$ cat config.mk
export PLATFORM = sky130hd
export DESIGN_NAME = fct_plane_eval
export DESIGN_NICKNAME = d
export VERILOG_FILES = /design/src/rtl/core/fct_pkg.sv /design/src/rtl/core/fct_plane_eval.sv
export SDC_FILE = /design/constraint.sdc
export NUM_CORES = 2
export LEC_CHECK = 0
export BUFFER_PORTS_ARGS = -buffer_cell sky130_fd_sc_hd__buf_2
export CORE_MARGIN = 2
export CORE_UTILIZATION = 30
export CTS_BUF_LIST = sky130_fd_sc_hd__clkbuf_4 sky130_fd_sc_hd__clkbuf_8 sky130_fd_sc_hd__clkbuf_16
export CTS_CLUSTER_DIAMETER = 30
export DETAILED_ROUTE_END_ITERATION = 8
export GPL_ROUTABILITY_DRIVEN = 0
export SYNTH_ARGS = -nofsm -noshare
export SYNTH_HDL_FRONTEND = slang
export SYNTH_SLANG_ARGS = --single-unit
export TNS_END_PERCENT = 30
$ cat constraint.sdc
create_clock -name clock -period 14 [get_ports clock]
set_input_delay 4.2 -clock clock [delete_from_list [all_inputs] [get_ports clock]]
set_output_delay 4.2 -clock clock [all_outputs]
set_load 0.05 [all_outputs]
$ cat src/rtl/core/fct_pkg.sv
`timescale 1ns / 1ps

package fct_pkg;

   // Plane register file geometry.
   localparam int PLANE_REGS     = 6;
   localparam int PLANE_BITS     = 64;
   localparam int CSR_INDEX_BITS = 3;

   // Field layout of one plane word: a, b, c in Q1.14, d in coordinate units.
   localparam int COEF_BITS = 16;
   localparam int A_LSB     = 0;
   localparam int B_LSB     = 16;
   localparam int C_LSB     = 32;
   localparam int D_LSB     = 48;

   // Fixed widths of the request fields.
   localparam int MODE_BITS = 2;
   localparam int HALF_BITS = 15;

   typedef enum logic [MODE_BITS-1:0] {
      MODE_POINT = 2'd0,
      MODE_CUBE  = 2'd1,
      MODE_BOX   = 2'd2,
      MODE_UNDEF = 2'd3
   } mode_type;

   typedef logic [PLANE_BITS-1:0] plane_word_type;

   // Load enables of the pipeline stages behind the input register.
   typedef struct packed {
      logic s1;
      logic s2;
      logic s3;
   } stage_en_type;

endpackage

$ cat src/rtl/core/fct_plane_eval.sv
`timescale 1ns / 1ps

module fct_plane_eval import fct_pkg::*; #(
   parameter int EXT_BITS         = 17,
   parameter int NORMAL_FRAC_BITS = 14
) (
   input  logic                       clock,
   input  stage_en_type               en,
   input  plane_word_type             plane,
   input  logic signed [EXT_BITS-1:0] lo [3],
   input  logic signed [EXT_BITS-1:0] hi [3],
   input  logic                       strict,
   output logic                       pass
);

   localparam int PROD_BITS = COEF_BITS + EXT_BITS;
   localparam int D_BITS    = COEF_BITS + NORMAL_FRAC_BITS;
   localparam int SUM_BITS  = ((PROD_BITS > D_BITS) ? PROD_BITS : D_BITS) + 2;

   logic signed [COEF_BITS-1:0] coef [3];
   logic signed [COEF_BITS-1:0] d_coef;
   logic signed [EXT_BITS-1:0]  pick [3];
   logic signed [PROD_BITS-1:0] prod_in [3];
   logic signed [PROD_BITS-1:0] prod_ff [3];
   logic signed [COEF_BITS-1:0] d_ff;
   logic signed [SUM_BITS-1:0]  dist_sum;
   logic                        pass_in;
   logic                        pass_ff;

   always_comb begin
      coef[0] = plane[A_LSB +: COEF_BITS];
      coef[1] = plane[B_LSB +: COEF_BITS];
      coef[2] = plane[C_LSB +: COEF_BITS];
      d_coef  = plane[D_LSB +: COEF_BITS];
   end

   // Per axis, take the coordinate that maximizes the term: the largest
   // distance over the eight corners is the sum of these maxima.
   always_comb begin
      for (int k = 0; k < 3; k++) begin
         if (coef[k][COEF_BITS-1]) begin
            pick[k] = (hi[k] < lo[k]) ? hi[k] : lo[k];
         end else begin
            pick[k] = (hi[k] > lo[k]) ? hi[k] : lo[k];
         end
         prod_in[k] = PROD_BITS'(coef[k]) * PROD_BITS'(pick[k]);
      end
   end

   always_ff @(posedge clock) begin
      if (en.s2) begin
         prod_ff <= prod_in;
         d_ff    <= d_coef;
      end
   end

   // Exact signed distance, offset aligned to the product scale.
   always_comb begin
      dist_sum = SUM_BITS'(prod_ff[0]) + SUM_BITS'(prod_ff[1]) + SUM_BITS'(prod_ff[2])
                 + (SUM_BITS'(d_ff) <<< NORMAL_FRAC_BITS);
      if (strict) begin
         pass_in = !dist_sum[SUM_BITS-1] && (dist_sum != '0);
      end else begin
         pass_in = !dist_sum[SUM_BITS-1];
      end
   end

   always_ff @(posedge clock) begin
      if (en.s3) begin
         pass_ff <= pass_in;
      end
   end

   assign pass = pass_ff;

endmodule
==> impl_metrics.csv <==
group,metric,value,unit
critical_path,cpMostUsedCell,"a21o_1",
synthesis,async_reset_ff_share,0,%
placement,hpwlAfterDp,80700,um
global_routing,grt_use_total,14.4,%
timing,min_period_over_period,92.9,%
clock_tree,cts_resized,0,
hold_path,whs_path_depth,5,
run_status,status,"completed",
critical_path,worstSetupPathType,"input pin to flip-flop",
hold_path,min_to,"pass",
critical_path,cp_num_buf_inv,7,
critical_path,reg2reg_depth,14,
clock_tree,htreeDepth,4,
synthesis,syn-num-nets,5623,
timing,hold_viol_final,0,
global_routing,grt_pass1_wl,158000,um
critical_path,start_kind,"input pin",
critical_path,r2r_slack,9110,ps
clock_tree,cts_tree,"built",
global_routing,grt_overflow,0,
clock_tree,cts.path.max_buffers,2,
hold_path,hp-start,"prod_ff[98]",
floorplan,ios,172,
critical_path,slowest_delay,530,ps
synthesis,yosys_most_used_dff,"edfxtp_1",
timing,rsz0062_at_grt,"false",
clock_tree,ctsHoldBuffers,0,
synthesis,synth-seq-area-share,8.68,%
routing,totalWireLength,95400,um
global_routing,grt_antenna_before_repair,14,
synthesis,yosysWarnings,0,
clock_tree,post_cts_buffers,0,
placement,dp_slack,605,ps
critical_path,cp_top_family,"compound AO/OA/AOI/OAI gates",
timing,timing.fmax,76.9,MHz
synthesis,syn_avg_cell_area,9.51,sq um
routing,drc,0,
critical_path,crit_arrival,13240,ps
synthesis,yosysUniqueCellTypes,70,
synthesis,synth_edf_count,116,
timing,min_period,13010,ps
layout,layout_commonest_cell,"inv_1",
critical_path,worstReg2RegStart,"prod_ff[2]",
timing,slew_headroom,40.2,%
timing,setup_violations,0,
floorplan,rows,134,
floorplan,die_w,370,um
timing,whs,1330,ps
layout,area_delta_synth_final,8.03,%
global_routing,grt_pass1_vias,30100,
routing,initialDrtViolationCount,1488,
critical_path,r2r_end,"pass",
critical_path,critPathCaptureType,"flip-flop",
global_routing,grt_max_degree,68,
floorplan,coreArea,133000,sq um
timing,worst_pin_slew,897,ps
clock_tree,cts_num_sinks,116,
timing,skew,8.50,ps
routing,dr.pass1.iters,5,
clock_tree,numCtsBuffers,17,
timing,slew_viol_final,0,
run,maxCapViolCount,0,
synthesis,netlist_area,40100,sq um
hold_path,hold_class,"flip-flop to flip-flop",
floorplan,die_height,370,um
synthesis,syn_inst,4222,
clock_tree,cts-root-buf,"clkbuf_16",
timing,layout_setup_ws,995,ps
clock_tree,clock_latency,440,ps
critical_path,required,14230,ps
floorplan,dieArea,137000,sq um
layout,drive_above_1_share,6.61,%
critical_path,worstPathMaxFanout,15,
floorplan,start_util,30.2,%
layout,final_nets,5701,
layout,layout_common_cells,"inv_1 (1054), fa_1 (882), nand2_1 (432)",
clock_tree,clkTransAtPathRegs,70,ps
synthesis,ys_ff_latch,116,
routing,vias,28000,
routing,drt-wirelength-per-cell,15.7,um
timing,tns,0,ps
routing,drtAntennaViolNets,0,
critical_path,critPathSlowestCell,"mux2i_4",
routing,via_per_inst,4.60,
placement,numPortBuffers,170,
==> state kept, by name (all words and copies together) (netlist names) <==
name and cells:
prod_ff 99, pass 1, d_ff 16
==> synthesized netlist by cell type (23+ instances only) <==
master	number	area share (%)
a21oi_1	107	1.3
xnor2_1	97	2.1
buf_2	30	0.37
ha_1	348	11
a211oi_1	51	0.95
xor2_1	28	0.61
nor2_1	100	0.93
nor3_1	25	0.31
and2_1	359	5.6
fa_1	882	44
o21ai_0	54	0.67
inv_1	1054	9.9
edfxtp_1	116	8.7
clkbuf_1	78	0.73
nand3_1	24	0.30
nand2b_1	23	0.36
nand2_1	432	4.0
o21bai_1	29	0.54
mux2_2	32	0.90
a21o_1	65	1.2
nor2b_1	72	1.1
==> through the flow <==
stage / std cells / utilization [%] / area (sq um)
finish: 6083 / 32.6 / 43400
global route: 6083 / 32.6 / 43400
CTS: 6081 / 32.6 / 43400
detailed placement: 6049 / 32.1 / 42800
global placement: 6049 / 32.1 / 42800
floorplan: 4222 / - / 40100
==> kinds of logic after synthesis <==
kind of cell	Yosys count	share of synthesized area (%)
DFF	116	8.68
and+or+nand+nor	1093	13.6
adders and majority gates	1230	54.8
buffers and inverters	1184	11.3
AOI/OAI and AO/OA	415	6.98
xor gates and xnor gates	125	2.73
muxes	59	1.83
==> metal layers <==
layer  vias up  track usage (%)  share of wire [%]
li1      12900                -                  -
met1     14400             19.6                 45
met2       525             24.5                 49
met3       114             2.00                4.2
met4        18             2.78                1.8
met5         -                0               0.10
==> final cells by class <==
class	instances	area, sq um
antenna	2	5.00
clock buffer	17	425
clock inverter	15	180
fill	13800	89700
inverter	1054	3960
multi-input combinational	2922	32100
sequential	116	3480
tap	1768	2210
timing repair buffer	189	996
==> worst max path at each step <==
stage | from | to | slack (ps) | cells after the start
final | lo[44] | prod_ff[97] | 990 | 35
after global routing | lo[44] | prod_ff[97] | 500 | 33
after CTS | lo[44] | prod_ff[97] | 1080 | 35
after detailed placement | lo[44] | prod_ff[97] | 600 | 35
after global placement | lo[1] | prod_ff[32] | 750 | 35
after floorplan | lo[1] | prod_ff[30] | 1450 | 35
==> worst register-to-register path: cells and delay by family (launching register included) <==
kind	cells	cell delay, ps
AO/OA/AOI/OAI	9	2260
adder cells (fa/ha/maj)	4	1520
flip-flops	1	470
AND/OR/NAND/NOR	1	330
Power is not shown: default switching activity piles up to over one toggle a cycle in this logic, so the estimate is an artifact.
